[src/rtl/wpm_pkg.sv]
// ----------------------------------------------------------------------------
// wpm_pkg
// Shared types, constants and helpers of the wildcard pattern matcher.
// ----------------------------------------------------------------------------
package wpm_pkg;

  // Pattern store capacity in characters.
  localparam int PATTERN_LEN = 64;

  localparam int OP_W   = 2;
  localparam int CHAR_W = 8;
  localparam int OFS_W  = 6;

  // Pattern length counter (0 .. PATTERN_LEN) and store index.
  localparam int POS_W = $clog2(PATTERN_LEN + 1);
  localparam int IDX_W = $clog2(PATTERN_LEN);
  // Stored alternative start offsets keep only the bits that are reported.
  localparam int ST_W  = (POS_W < OFS_W) ? POS_W : OFS_W;

  // Command queue between front and back.
  localparam int QUEUE_DEPTH = 2;
  localparam int QPTR_W      = $clog2(QUEUE_DEPTH);
  localparam int QCNT_W      = $clog2(QUEUE_DEPTH + 1);

  localparam logic [CHAR_W-1:0] SEP_CHAR = 8'h7C; // '|'
  localparam logic [CHAR_W-1:0] ANY_CHAR = 8'h3F; // '?'
  localparam logic [CHAR_W-1:0] RUN_CHAR = 8'h2A; // '*'
  localparam logic [CHAR_W-1:0] UPPER_A  = 8'h41;
  localparam logic [CHAR_W-1:0] UPPER_Z  = 8'h5A;
  localparam logic [CHAR_W-1:0] CASE_OFS = 8'h20;

  typedef enum logic [OP_W-1:0] {
    OP_CLEAR  = 2'd0,
    OP_APPEND = 2'd1,
    OP_TOKEN  = 2'd2,
    OP_END    = 2'd3
  } op_e;

  // Classified request as it travels from front to back.
  typedef struct packed {
    op_e               op;
    logic [CHAR_W-1:0] chr;     // case-folded character
    logic              is_sep;
    logic              is_any;
    logic              is_run;
  } cmd_t;

  // ASCII lower-case folding.
  function automatic logic [CHAR_W-1:0] fold_char(logic [CHAR_W-1:0] c);
    logic [CHAR_W-1:0] r;
    r = c;
    if (c >= UPPER_A && c <= UPPER_Z) begin
      r = c + CASE_OFS;
    end
    return r;
  endfunction

endpackage

[src/rtl/wpm_in_if.sv]
// ----------------------------------------------------------------------------
// wpm_in_if
// Request channel: operation code and character with valid/ready.
// ----------------------------------------------------------------------------
interface wpm_in_if import wpm_pkg::*; ();
  logic              valid;
  logic              ready;
  logic [OP_W-1:0]   operation;
  logic [CHAR_W-1:0] character;

  modport source (output valid, output operation, output character, input ready);
  modport sink   (input valid, input operation, input character, output ready);
endinterface

[src/rtl/wpm_out_if.sv]
// ----------------------------------------------------------------------------
// wpm_out_if
// Result channel: match flag, alternative offset and overflow flag.
// ----------------------------------------------------------------------------
interface wpm_out_if import wpm_pkg::*; ();
  logic             valid;
  logic             ready;
  logic             matched;
  logic [OFS_W-1:0] alternative_offset;
  logic             pattern_overflow;

  modport source (output valid, output matched, output alternative_offset,
                  output pattern_overflow, input ready);
  modport sink   (input valid, input matched, input alternative_offset,
                  input pattern_overflow, output ready);
endinterface

[src/rtl/wpm_front.sv]
// ----------------------------------------------------------------------------
// wpm_front
// Decode and classify incoming requests, fold case, push into the queue.
// ----------------------------------------------------------------------------
module wpm_front import wpm_pkg::*; (
  wpm_in_if.sink in_i,
  output cmd_t   push_cmd_o,
  output logic   push_valid_o,
  input  logic   push_ready_i
);

  logic [CHAR_W-1:0] raw;

  always_comb begin
    raw                = in_i.character;
    push_cmd_o.op      = op_e'(in_i.operation);
    push_cmd_o.chr     = fold_char(raw);
    push_cmd_o.is_sep  = (raw == SEP_CHAR);
    push_cmd_o.is_any  = (raw == ANY_CHAR);
    push_cmd_o.is_run  = (raw == RUN_CHAR);
  end

  assign push_valid_o = in_i.valid;
  assign in_i.ready   = push_ready_i;

endmodule

[src/rtl/wpm_queue.sv]
// ----------------------------------------------------------------------------
// wpm_queue
// Short command queue that decouples the front from the back.
// ----------------------------------------------------------------------------
module wpm_queue import wpm_pkg::*; (
  input  logic clk_i,
  input  logic rst_ni,
  input  logic push_valid_i,
  output logic push_ready_o,
  input  cmd_t push_cmd_i,
  output logic head_valid_o,
  output cmd_t head_cmd_o,
  input  logic pop_i
);

  cmd_t              slot_q [QUEUE_DEPTH];
  logic [QPTR_W-1:0] wr_ptr_q, wr_ptr_d;
  logic [QPTR_W-1:0] rd_ptr_q, rd_ptr_d;
  logic [QCNT_W-1:0] count_q, count_d;
  logic              push, pop;

  assign push_ready_o = (count_q != QCNT_W'(QUEUE_DEPTH));
  assign head_valid_o = (count_q != '0);
  assign head_cmd_o   = slot_q[rd_ptr_q];

  assign push = push_valid_i & push_ready_o;
  assign pop  = pop_i & head_valid_o;

  always_comb begin
    wr_ptr_d = wr_ptr_q;
    rd_ptr_d = rd_ptr_q;
    count_d  = count_q;
    if (push) begin
      wr_ptr_d = (wr_ptr_q == QPTR_W'(QUEUE_DEPTH - 1)) ? '0 : wr_ptr_q + QPTR_W'(1);
    end
    if (pop) begin
      rd_ptr_d = (rd_ptr_q == QPTR_W'(QUEUE_DEPTH - 1)) ? '0 : rd_ptr_q + QPTR_W'(1);
    end
    if (push && !pop) begin
      count_d = count_q + QCNT_W'(1);
    end else if (pop && !push) begin
      count_d = count_q - QCNT_W'(1);
    end
  end

  always_ff @(posedge clk_i or negedge rst_ni) begin
    if (!rst_ni) begin
      wr_ptr_q <= '0;
      rd_ptr_q <= '0;
      count_q  <= '0;
    end else begin
      wr_ptr_q <= wr_ptr_d;
      rd_ptr_q <= rd_ptr_d;
      count_q  <= count_d;
    end
  end

  always_ff @(posedge clk_i) begin
    if (push) begin
      slot_q[wr_ptr_q] <= push_cmd_i;
    end
  end

endmodule

[src/rtl/wpm_back.sv]
// ----------------------------------------------------------------------------
// wpm_back
// Pattern store, parallel position automaton and result pipeline.
// ----------------------------------------------------------------------------
module wpm_back import wpm_pkg::*; (
  input  logic      clk_i,
  input  logic      rst_ni,
  input  logic      head_valid_i,
  input  cmd_t      head_cmd_i,
  output logic      pop_o,
  wpm_out_if.source out_o
);

  localparam int N = PATTERN_LEN;

  // Let every active star also cover the position after it (empty run).
  // Prefix form of the ripple: run bits propagate, active bits generate.
  function automatic logic [N:0] close_runs(logic [N:0] v, logic [N-1:0] run);
    logic [N:0] g, p, g_n, p_n;
    g = v;
    p = {run, 1'b0};
    for (int d = 1; d <= N; d = d * 2) begin
      g_n = g;
      p_n = p;
      for (int i = d; i <= N; i++) begin
        g_n[i] = g[i] | (p[i] & g[i-d]);
        p_n[i] = p[i] & p[i-d];
      end
      g = g_n;
      p = p_n;
    end
    return g;
  endfunction

  typedef struct packed {
    logic [N-1:0]    hits;      // active separator positions
    logic            end_hit;   // active at end of pattern
    logic [ST_W-1:0] start;     // start of last alternative
    logic            ovf;
  } sel_t;

  // Pattern store (payload, valid only below the length).
  logic [CHAR_W-1:0] lit_q   [N];
  logic [ST_W-1:0]   alt_st_q [N];
  logic [N-1:0]      sep_q, any_q, run_q;

  // Control state.
  logic [POS_W-1:0]  len_q;
  logic [N-1:0]      len_mask_q;
  logic [N:0]        endpos_q;
  logic [N:0]        init_q;
  logic [N:0]        active_q;
  logic              tail_q;
  logic              prev_sep_q;
  logic [ST_W-1:0]   cur_start_q;
  logic              tip_q;
  logic              ovf_q;

  logic              s1_v_q;
  sel_t              s1_q;
  logic              ov_q;
  logic              matched_q;
  logic [OFS_W-1:0]  offset_q;
  logic              povf_q;

  cmd_t              cmd;
  logic              full, do_exec, can_go, out_load, append_ok;
  logic [IDX_W-1:0]  idx;
  logic [POS_W-1:0]  len_inc;
  logic              init_l;
  logic [N:0]        cur, step, next_act;
  logic [N-1:0]      hits, lowest;
  logic [ST_W-1:0]   sel_st;

  assign cmd       = head_cmd_i;
  assign full      = (len_q == POS_W'(N));
  assign idx       = len_q[IDX_W-1:0];
  assign len_inc   = len_q + POS_W'(1);
  assign init_l    = tail_q | prev_sep_q;
  assign out_load  = s1_v_q & (~ov_q | out_o.ready);

  // Pattern changes and ends of token wait while a result still reads the start table.
  always_comb begin
    case (cmd.op)
      OP_CLEAR, OP_APPEND: can_go = ~s1_v_q | out_load;
      OP_END:              can_go = ~s1_v_q | out_load;
      OP_TOKEN:            can_go = 1'b1;
      default:             can_go = 1'b1;
    endcase
  end

  assign do_exec   = head_valid_i & can_go;
  assign pop_o     = do_exec;
  assign append_ok = do_exec & (cmd.op == OP_APPEND) & ~full;

  // One character step over all positions.
  always_comb begin
    cur  = tip_q ? active_q : init_q;
    step = '0;
    for (int p = 0; p < N; p++) begin
      if (cur[p] && len_mask_q[p]) begin
        if (run_q[p]) begin
          step[p] = 1'b1;
        end else if (!sep_q[p] && (any_q[p] || lit_q[p] == cmd.chr)) begin
          step[p+1] = 1'b1;
        end
      end
    end
    next_act = close_runs(step, run_q & len_mask_q);
    hits     = cur[N-1:0] & sep_q & len_mask_q;
  end

  // Pick the lowest active separator and its alternative start.
  always_comb begin
    lowest = s1_q.hits & (~s1_q.hits + N'(1));
    sel_st = '0;
    for (int p = 0; p < N; p++) begin
      if (lowest[p]) begin
        sel_st = sel_st | alt_st_q[p];
      end
    end
  end

  always_ff @(posedge clk_i or negedge rst_ni) begin
    if (!rst_ni) begin
      len_q       <= '0;
      len_mask_q  <= '0;
      endpos_q    <= (N+1)'(1);
      init_q      <= (N+1)'(1);
      active_q    <= '0;
      tail_q      <= 1'b1;
      prev_sep_q  <= 1'b0;
      cur_start_q <= '0;
      tip_q       <= 1'b0;
      ovf_q       <= 1'b0;
      s1_v_q      <= 1'b0;
      ov_q        <= 1'b0;
    end else begin
      if (do_exec) begin
        case (cmd.op)
          OP_CLEAR: begin
            len_q       <= '0;
            len_mask_q  <= '0;
            endpos_q    <= (N+1)'(1);
            init_q      <= (N+1)'(1);
            tail_q      <= 1'b1;
            prev_sep_q  <= 1'b0;
            cur_start_q <= '0;
            ovf_q       <= 1'b0;
            active_q    <= '0;
            tip_q       <= 1'b0;
          end
          OP_APPEND: begin
            active_q <= '0;
            tip_q    <= 1'b0;
            if (full) begin
              ovf_q <= 1'b1;
            end else begin
              len_q                 <= len_inc;
              len_mask_q[idx]       <= 1'b1;
              endpos_q              <= {endpos_q[N-1:0], 1'b0};
              init_q[len_q]         <= init_l;
              init_q[len_inc]       <= init_l & cmd.is_run;
              tail_q                <= init_l & cmd.is_run;
              prev_sep_q            <= cmd.is_sep;
              if (cmd.is_sep) begin
                cur_start_q <= len_inc[ST_W-1:0];
              end
            end
          end
          OP_TOKEN: begin
            active_q <= next_act;
            tip_q    <= 1'b1;
          end
          OP_END: begin
            active_q <= '0;
            tip_q    <= 1'b0;
          end
          default: begin
            tip_q <= tip_q;
          end
        endcase
      end

      if (do_exec && cmd.op == OP_END) begin
        s1_v_q <= 1'b1;
      end else if (out_load) begin
        s1_v_q <= 1'b0;
      end

      if (out_load) begin
        ov_q <= 1'b1;
      end else if (out_o.ready) begin
        ov_q <= 1'b0;
      end
    end
  end

  // Payload registers.
  always_ff @(posedge clk_i) begin
    if (append_ok) begin
      lit_q[idx]    <= cmd.chr;
      alt_st_q[idx] <= cur_start_q;
      sep_q[idx]    <= cmd.is_sep;
      any_q[idx]    <= cmd.is_any;
      run_q[idx]    <= cmd.is_run;
    end
    if (do_exec && cmd.op == OP_END) begin
      s1_q.hits    <= hits;
      s1_q.end_hit <= |(cur & endpos_q);
      s1_q.start   <= cur_start_q;
      s1_q.ovf     <= ovf_q;
    end
    if (out_load) begin
      matched_q <= (|s1_q.hits) | s1_q.end_hit;
      povf_q    <= s1_q.ovf;
      if (|s1_q.hits) begin
        offset_q <= OFS_W'(sel_st);
      end else if (s1_q.end_hit) begin
        offset_q <= OFS_W'(s1_q.start);
      end else begin
        offset_q <= '0;
      end
    end
  end

  assign out_o.valid              = ov_q;
  assign out_o.matched            = matched_q;
  assign out_o.alternative_offset = offset_q;
  assign out_o.pattern_overflow   = povf_q;

endmodule

[src/rtl/wildcard_pattern_matcher_top.sv]
// ----------------------------------------------------------------------------
// wildcard_pattern_matcher_top
// Case-insensitive glob matcher with '|' alternatives, '?' and '*'.
// ----------------------------------------------------------------------------
//
//  channel  dir  handshake     payload
//  in_i     in   valid/ready   operation[1:0], character[7:0]
//  out_o    out  valid/ready   matched, alternative_offset[5:0], pattern_overflow
//
//  One request per cycle while the queue has room; an end-of-token result passes
//  from its request through the queue, the select stage and the output register.
//  A clear or append right behind an end of token waits until that result
//  has left the select stage, which reads the alternative start table.
//  Reset clears all control state at once; no clearing pass follows.
//  A stalled result holds in the output register while requests keep flowing
//  into the queue until it fills.
//
module wildcard_pattern_matcher_top import wpm_pkg::*; (
  input  logic      clk_i,
  input  logic      rst_ni,
  wpm_in_if.sink    in_i,
  wpm_out_if.source out_o
);

  cmd_t push_cmd;
  logic push_valid;
  logic push_ready;
  cmd_t head_cmd;
  logic head_valid;
  logic pop;

  // Front: decode, fold case, classify the character.
  wpm_front u_front (
    .in_i         (in_i),
    .push_cmd_o   (push_cmd),
    .push_valid_o (push_valid),
    .push_ready_i (push_ready)
  );

  // Queue: hold classified requests so each side can stall on its own.
  wpm_queue u_queue (
    .clk_i        (clk_i),
    .rst_ni       (rst_ni),
    .push_valid_i (push_valid),
    .push_ready_o (push_ready),
    .push_cmd_i   (push_cmd),
    .head_valid_o (head_valid),
    .head_cmd_o   (head_cmd),
    .pop_i        (pop)
  );

  // Back: pattern store, position automaton, result pipeline.
  wpm_back u_back (
    .clk_i        (clk_i),
    .rst_ni       (rst_ni),
    .head_valid_i (head_valid),
    .head_cmd_i   (head_cmd),
    .pop_o        (pop),
    .out_o        (out_o)
  );

endmodule

[src/flat_wrapper.sv]
// flat-port wrapper written by rule: the top's interface ports become plain ports
module wildcard_pattern_matcher_top_flat import wpm_pkg::*;
  (clk_i, rst_ni, in_i_valid, in_i_operation, in_i_character, in_i_ready, out_o_valid, out_o_matched, out_o_alternative_offset, out_o_pattern_overflow, out_o_ready);
  wpm_in_if in_i_i ();
  wpm_out_if out_o_i ();
  input  logic clk_i;
  input  logic rst_ni;
  input wire logic [$bits(in_i_i.valid)-1:0] in_i_valid;
  input wire logic [$bits(in_i_i.operation)-1:0] in_i_operation;
  input wire logic [$bits(in_i_i.character)-1:0] in_i_character;
  output wire logic [$bits(in_i_i.ready)-1:0] in_i_ready;
  output wire logic [$bits(out_o_i.valid)-1:0] out_o_valid;
  output wire logic [$bits(out_o_i.matched)-1:0] out_o_matched;
  output wire logic [$bits(out_o_i.alternative_offset)-1:0] out_o_alternative_offset;
  output wire logic [$bits(out_o_i.pattern_overflow)-1:0] out_o_pattern_overflow;
  input wire logic [$bits(out_o_i.ready)-1:0] out_o_ready;
  assign in_i_i.valid = in_i_valid;
  assign in_i_i.operation = in_i_operation;
  assign in_i_i.character = in_i_character;
  assign in_i_ready = in_i_i.ready;
  assign out_o_valid = out_o_i.valid;
  assign out_o_matched = out_o_i.matched;
  assign out_o_alternative_offset = out_o_i.alternative_offset;
  assign out_o_pattern_overflow = out_o_i.pattern_overflow;
  assign out_o_i.ready = out_o_ready;
  wildcard_pattern_matcher_top u_core (.clk_i(clk_i), .rst_ni(rst_ni), .in_i(in_i_i), .out_o(out_o_i));
endmodule
[config.mk]
export PLATFORM = sky130hd
export DESIGN_NAME = wildcard_pattern_matcher_top_flat
export DESIGN_NICKNAME = d
export VERILOG_FILES = /design/src/rtl/wpm_pkg.sv /design/src/rtl/wpm_in_if.sv /design/src/rtl/wpm_out_if.sv /design/src/rtl/wpm_front.sv /design/src/rtl/wpm_queue.sv /design/src/rtl/wpm_back.sv /design/src/rtl/wildcard_pattern_matcher_top.sv /design/src/flat_wrapper.sv
export SDC_FILE = /design/constraint.sdc
export NUM_CORES = 2
export LEC_CHECK = 0
export BUFFER_PORTS_ARGS = -buffer_cell sky130_fd_sc_hd__buf_4
export CORE_UTILIZATION = 40
export CTS_CLUSTER_SIZE = 10
export DETAILED_ROUTE_END_ITERATION = 10
export GPL_ROUTABILITY_DRIVEN = 1
export PLACE_DENSITY = 0.6
export RECOVER_POWER = 50
export SLEW_MARGIN = 15
export SYNTH_ARGS = -nofsm -noshare
export SYNTH_HDL_FRONTEND = slang
export SYNTH_SLANG_ARGS = --single-unit
[constraint.sdc]
create_clock -name clk_i -period 8.9 [get_ports clk_i]
set_input_delay 0.445 -clock clk_i [delete_from_list [all_inputs] [get_ports clk_i]]
set_output_delay 0.445 -clock clk_i [all_outputs]
set_load 0.01 [all_outputs]
# Word-level counts from Yosys, hierarchy flattened

Memories as Yosys holds them, arrays and structs flattened.
Index checks and enable logic that the tools add are counted.

Register bits: 554
Memory bits (writable): 922
Bits of input ports: 14
Output and inout port bits: 10
Logic and storage cells: 1766
Memories kept: 3

Add/subtract/negate cells: 7
Magnitude comparators: 8
Equality and inequality tests: 75
Muxes and demuxes: 367
Bitwise gates (word level): 1004
Reduce and logical (&&, ||, !) cells: 277

Memory list:

| memory                 | depth | bits a word | read ports | clocked after Yosys merged registers in | wr ports | line            | RTL |
|---|---|---|---|---|---|---|---|
| u_core.u_back.lit_q    | 64    | 8           | 64         | 0                                       | 1        | wpm_back.sv:43  | `logic [CHAR_W-1:0] lit_q [N];` |
| u_core.u_back.alt_st_q | 64    | 6           | 64         | 0                                       | 1        | wpm_back.sv:44  | `logic [ST_W-1:0] alt_st_q [N];` |
| u_core.u_queue.slot_q  | 2     | 13          | 1          | 0                                       | 1        | wpm_queue.sv:16 | `cmd_t slot_q [QUEUE_DEPTH];` |

Operators by type and width:

| operator                                                         | count |
|---|---|
| 1-bit AND                                                        | 599 |
| 8-bit == test                                                    | 64 |
| 6-bit 2-to-1 mux                                                 | 68 |
| 65-bit case mux with 2 select lines                              | 3 |
| 6-bit OR                                                         | 63 |
| 1-bit OR                                                         | 332 |
| 64-bit AND                                                       | 4 |
| 1-bit 2-to-1 mux                                                 | 208 |
| 65-bit 2-to-1 mux                                                | 3 |
| 64-bit bitwise mux                                               | 3 |
| 1-bit logical AND                                                | 135 |
| 2-bit 2-to-1 mux                                                 | 66 |
| 65-bit bitwise mux                                               | 2 |
| 64-bit case mux with 2 select lines                              | 1 |
| 1-bit zero test                                                  | 66 |
| 65-bit AND                                                       | 1 |
| 65-bit OR reduction                                              | 1 |
| 64-bit by 1-bit adder with 64-bit output (second input constant) | 1 |
| 1-bit logical OR                                                 | 64 |
| 64-bit 2-to-1 mux                                                | 1 |
| 64-bit NOT                                                       | 1 |
| 64-bit OR                                                        | 1 |
| 64-bit OR reduction                                              | 1 |
| 8-bit by 6-bit == test with 1-bit output (second input constant) | 2 |
| 29 further kinds                                                 | 48 |

# Logic depth before layout (Yosys ltp)

An unclocked memory read counts as a cell.

Word-level depth: 142
Depth in mapped cells: 18
Mapped depth without buffers: 12

# Hierarchy

A second synthesis with hierarchy kept.

Cell total of the unflattened synthesis: 4725
Area, all modules: 63883.8 um^2

Modules (own cells, without submodules):

| module    | instances | cells each | area an instance (um^2) | seq. area each (um^2) |
|---|---|---|---|---|
| wpm_back  | 1         | 4640       | 62541.2                 | 42034.1 |
| wpm_queue | 1         | 58         | 1144.8                  | 880.8 |
| wpm_front | 1         | 27         | 197.7                   | 0.0 |

# Least setup slack after synthesis

No wires, ideal clock.

Kind: reg-to-reg
From: register u_core.u_queue.rd_ptr_q
To: register u_core.u_back.s1_q[0] (netlist name) (enable)
Library setup time: 590 ps
Data arrival time: 6274 ps
Data required time: 8310 ps
Setup slack: 2036 ps
Cell stages (with the launch flop): 5
Buffers on the path: 2
Clock period less this slack: 6864 ps
Path through: dfrtp_1 -> clkbuf_1 -> buf_1 -> mux2i_1 -> nor3_1

Longest elaborated chain between the ends: 6
Elaborated cells between the ends (all ways): 9
Classes of those cells: 3 x eq/ne; 1 x mux; 1 x bitwise; 3 x reduce/logical; 1 x memory

RTL lines:

| item                                                             | line            | RTL |
|---|---|---|
| start, declared                                                  | wpm_queue.sv:18 | `logic [QPTR_W-1:0] rd_ptr_q, rd_ptr_d;` |
| start signal, assigned                                           | wpm_queue.sv:53 | `rd_ptr_q <= rd_ptr_d;` |
| memory read 2 x 13 bit (*)                                       | -               |  |
| 2-bit by 1-bit == test with 1-bit output (tied with other cells) | wpm_back.sv:84  | `case (cmd.op)` |
| 3-bit OR reduction (no line)                                     | -               |  |
| 1-bit case mux with 2 select lines                               | wpm_back.sv:84  |  |
| 1-bit AND                                                        | wpm_back.sv:92  | `assign do_exec = head_valid_i & can_go;` |
| 1-bit logical AND (*)                                            | wpm_back.sv:208 | `if (do_exec && cmd.op == OP_END) begin` |
| end, declared                                                    | wpm_back.sv:60  | `sel_t s1_q;` |

Every way passes the cells marked *; elsewhere a longest branch is shown, timed or not.
A chain may end at the register's enable or synchronous reset.

# Worst setup path in the final report

From: register u_core.u_back.tip_q
To: register u_core.u_back.active_q[47]

Longest elaborated chain between the ends: 17
Elaborated cells between the ends (all ways): 239
Classes of those cells: 97 x mux; 94 x bitwise; 48 x reduce/logical

RTL lines:

| item                                    | line            | RTL |
|---|---|---|
| start, declared                         | wpm_back.sv:56  | `logic tip_q;` |
| start signal, assigned                  | wpm_back.sv:180 | `tip_q <= tip_q;` |
| 65-bit 2-to-1 mux (*)                   | wpm_back.sv:98  | `cur = tip_q ? active_q : init_q;` |
| 1-bit logical AND                       | wpm_back.sv:101 | `if (cur[p] && len_mask_q[p]) begin` |
| 2-bit 2-to-1 mux                        | wpm_back.sv:101 |  |
| 1-bit 2-to-1 mux                        | wpm_back.sv:102 | `if (run_q[p]) begin` |
| 2-bit 2-to-1 mux                        | wpm_back.sv:101 |  |
| 1-bit AND                               | wpm_back.sv:26  | `g_n[i] = g[i] \| (p[i] & g[i-d]);` |
| 1-bit OR                                | wpm_back.sv:26  |  |
| 1-bit AND                               | wpm_back.sv:26  |  |
| 1-bit OR                                | wpm_back.sv:26  |  |
| 1-bit AND                               | wpm_back.sv:26  |  |
| 1-bit OR                                | wpm_back.sv:26  |  |
| 1-bit AND                               | wpm_back.sv:26  |  |
| 1-bit OR                                | wpm_back.sv:26  |  |
| 1-bit AND                               | wpm_back.sv:26  |  |
| 1-bit OR                                | wpm_back.sv:26  |  |
| 1-bit OR (*)                            | wpm_back.sv:26  |  |
| 65-bit case mux with 2 select lines (*) | wpm_back.sv:140 | `case (cmd.op)` |
| end signal, assigned                    | wpm_back.sv:172 | `active_q <= next_act;` |
| end, declared                           | wpm_back.sv:52  | `logic [N:0] active_q;` |

Marks and branches as above.

==> results.cfg <==
[detailed_routing]
ant_nets = 0
wl_per_cell_um = 29.3
num_vias = 45172
route.detailed.drc = 0
wl_um = 214000
dr.pass1.iters = 6
drt_iter0_drc = 6067
via_per_inst = 6.19

[sta]
setup_viol = 0
fin_crit_sh_pct = 83.3
slew_headroom_pct = -254
layout_setup_ws_ps = 1490
period_needed_ps = 7410
slew_viol_final = 1514
final_hold_viol_count = 0
rsz0062_at_grt = no
tightest_slew_ps = 5310
fin_skew_ps = 60.5
timing.fmax_mhz = 135
setup_tns_ps = 0

[pwr]
pwr-share-seq_pct = 43.0
power_leakage_nw = 24.0
peakVddDrop_mv = 0.270
finalPower_mw = 20.1
power_frac_comb_pct = 24.7
powerDensity_mw_per_mm2 = 276
p_clk_share_pct = 32.4
p_switching_mw = 6.75
p_int_mw = 13.3
p_sw_share_pct = 33.6

[run_status]
violations = max-capacitance violations, max-slew violations
status = finished with violations

[floorplan]
fp.dieH_um = 403
die_width_um = 403
pin_count = 24
initial_core_util_pct = 40.5
core_area_mm2 = 0.159
num_rows = 146
dieArea_mm2 = 0.163

[critical_path]
arrival_ps = 8040
critical_path.slowest_cell = clkbuf_1
crit_path_cell_trace = clkbuf_1 > mux2_1 > nand2_1 > nor4_1 > a2111oi_0 > nand2_1 > o21ai_0 > o31ai_1 > buf_4 > a31oi_1 > o21ai_0
slowest_delay_ps = 2580
critPathKind = reg2reg
worst-path-max-fanout = 50
cp-start-kind = flip-flop
critical_path.endpoint_type = flip-flop
worstPathRequired_ps = 9530

[clock_tree]
clkTransAtPathRegs_ps = 60
cts_tree = yes
clock-root-buffer = clkbuf_16
cts.sinks = 1476
clk_path_buf_depth = 3
cts_inserted_buffers = 171
htree_num_levels = 4
cts_resized = 0
cts_setup_buffers = 0
clk_latency_ps = 850

[synth]
syn_avg_cell_area_um2 = 13.1
synth_cells = 4934
syn_nets = 4952
synth_ff_type = edfxtp_1
synth_top_area_share_pct = 55.7
synth_cell_types = 82
synthMostInstantiatedCell = edfxtp_1
ys_warn_count = 0
async_flop_share_pct = 19.1
ys_top_cells_by_area = edfxtp_1, dfrtp_1, xnor2_1, nand2_1, nor2_1
netlist_area_mm2 = 0.0644
yosys-top-cells-count = edfxtp_1, xnor2_1, nand2_1, nor2_1, dfrtp_1
synth_top_area_cell = edfxtp_1
yosysSeqAreaShare_pct = 66.6
synth_edf_count = 1194
ys_ff_latch = 1476

[layout]
regArea_mm2 = 0.0429
area_delta_synth_final_pct = 12.9
fillerInstances = 14339
multi_input_area_mm2 = 0.0207
nets = 5067
stdcell_area_mm2 = 0.0727
fin_cells = 7299
drive_above_1_share_pct = 8.13

[global_route]
gr-usage-all-layers_pct = 25.9
antenna_found_initial = 15
grt_pass1_wl_um = 306000
grt_pass1_vias = 42693
gr-total-overflow = 0
grt_start_max_net_pins = 87

[place]
numPortBuffers = 23
dp_hpwl_um = 140000
place_area_mm2 = 0.0677
globalplace.congestion = 0.960
dp.cells = 7009
post-place-ws_ps = 2980

[job]
drv_cap = 29

[worst_hold_path]
hp-class = in2reg
-- kinds of logic (layout without fill, tap and decap cells) --
family	count (synthesis)	in the layout	synth area share (%)
other cells	0	1	0
compound gates	1083	1083	11.9
simple gates	1496	1496	11.2
mux	84	84	1.44
buf+inv	269	487	1.63
xor+xnor	522	522	7.10
flops	1476	1476	66.6
fa+ha+maj	4	4	0.0777
-- area by class of cell --
class / instances / area share (%)
clock buffers: 253 / 6.49
flip-flops and latches: 1476 / 59.1
diodes: 1 / 0.00344
inverters: 49 / 0.253
repair buffers: 162 / 1.53
multi-input cells: 3189 / 28.5
well taps: 2146 / 3.69
clock inverters: 23 / 0.496
-- cells in the final DEF, fill, tap and decap left out, types with 83 or more instances in the layout --
| master | instances |
|---|---|
| edfxtp_1 | 1194 |
| clkbuf_16 | 173 |
| o31ai_1 | 83 |
| nor2_1 | 332 |
| dfrtp_1 | 274 |
| a22oi_1 | 149 |
| buf_4 | 106 |
| a22o_1 | 85 |
| nand2_1 | 447 |
| clkbuf_1 | 110 |
| o21ai_0 | 126 |
| xnor2_1 | 517 |
| nand3_1 | 131 |
| a21oi_1 | 218 |
| nor4_1 | 166 |
| and3_1 | 107 |
-- per-stage QoR --
stage	util (%)	hold slack, ps
after floorplan	-	149
after global placement	42.5	435
after detailed placement	42.5	416
after CTS	45.8	217
after global routing	45.7	364
final	45.7	374
-- worst paths after layout --
path | from | to | slack [ps] | cells after the start
max | u_core.u_back.tip_q | u_core.u_back.active_q[47] | 1490 | 11
min | in_i_operation[1] | u_core.u_queue.slot_q[1][12] | 370 | 2
max reg2reg | u_core.u_back.tip_q | u_core.u_back.active_q[47] | 1490 | 11
min reg2reg | u_core.u_back.ovf_q | u_core.u_back.s1_q[0] | 450 | 0
max in group asynchronous | rst_ni | u_core.u_back.cur_start_q[0] | 2640 | 3
min in group asynchronous | rst_ni | u_core.u_back.len_mask_q[56] | 2100 | 2
-- worst max-delay path, delay by kind of cell (launching register included) --
| kind | cells | cell delay [ps] |
|---|---|---|
| and+or+nand+nor | 3 | 320 |
| muxes | 1 | 620 |
| DFF | 1 | 1180 |
| buffers and inverters | 2 | 2760 |
| AOI/OAI and AO/OA | 5 | 2300 |
-- registers in the layout (all words and copies together), names as in the netlist, 65 cells and up --
| register | count |
|---|---|
| u_core.u_back.init_q | 65 |
| u_core.u_back.alt_st_q | 384 |
| u_core.u_back.active_q | 65 |
| u_core.u_back.s1_q | 72 |
| u_core.u_back.endpos_q | 65 |
| u_core.u_back.lit_q | 512 |
-- power by group through the flow --
stage / combinational [mW] / sequential (mW) / clock [mW]
6_report: 4.96 / 8.63 / 6.50
5_1_grt: 5.21 / 8.66 / 6.85
4_1_cts: 4.95 / 8.55 / 6.58
3_5_place_dp: 4.94 / 8.69 / 0
3_3_place_gp: 4.88 / 8.67 / 0
2_1_floorplan: 2.97 / 8.57 / 0
-- what timing repair did --
item | 4_1_cts | 5_1_grt
endpoints found under the hold margin | 104 | 0
hold buffers | 13 | 0
endpoints found under the setup margin | 0 | 0
-- layer usage --
metal	track usage, %	part of all wire [%]	wire [um]
met4	10.2	3.9	8410
met3	5.42	9.7	20700
met5	0	0.027	58
met1	37.2	42	90400
met2	38.4	44	94000
No activity file was read; power rests on OpenSTA's default activity.
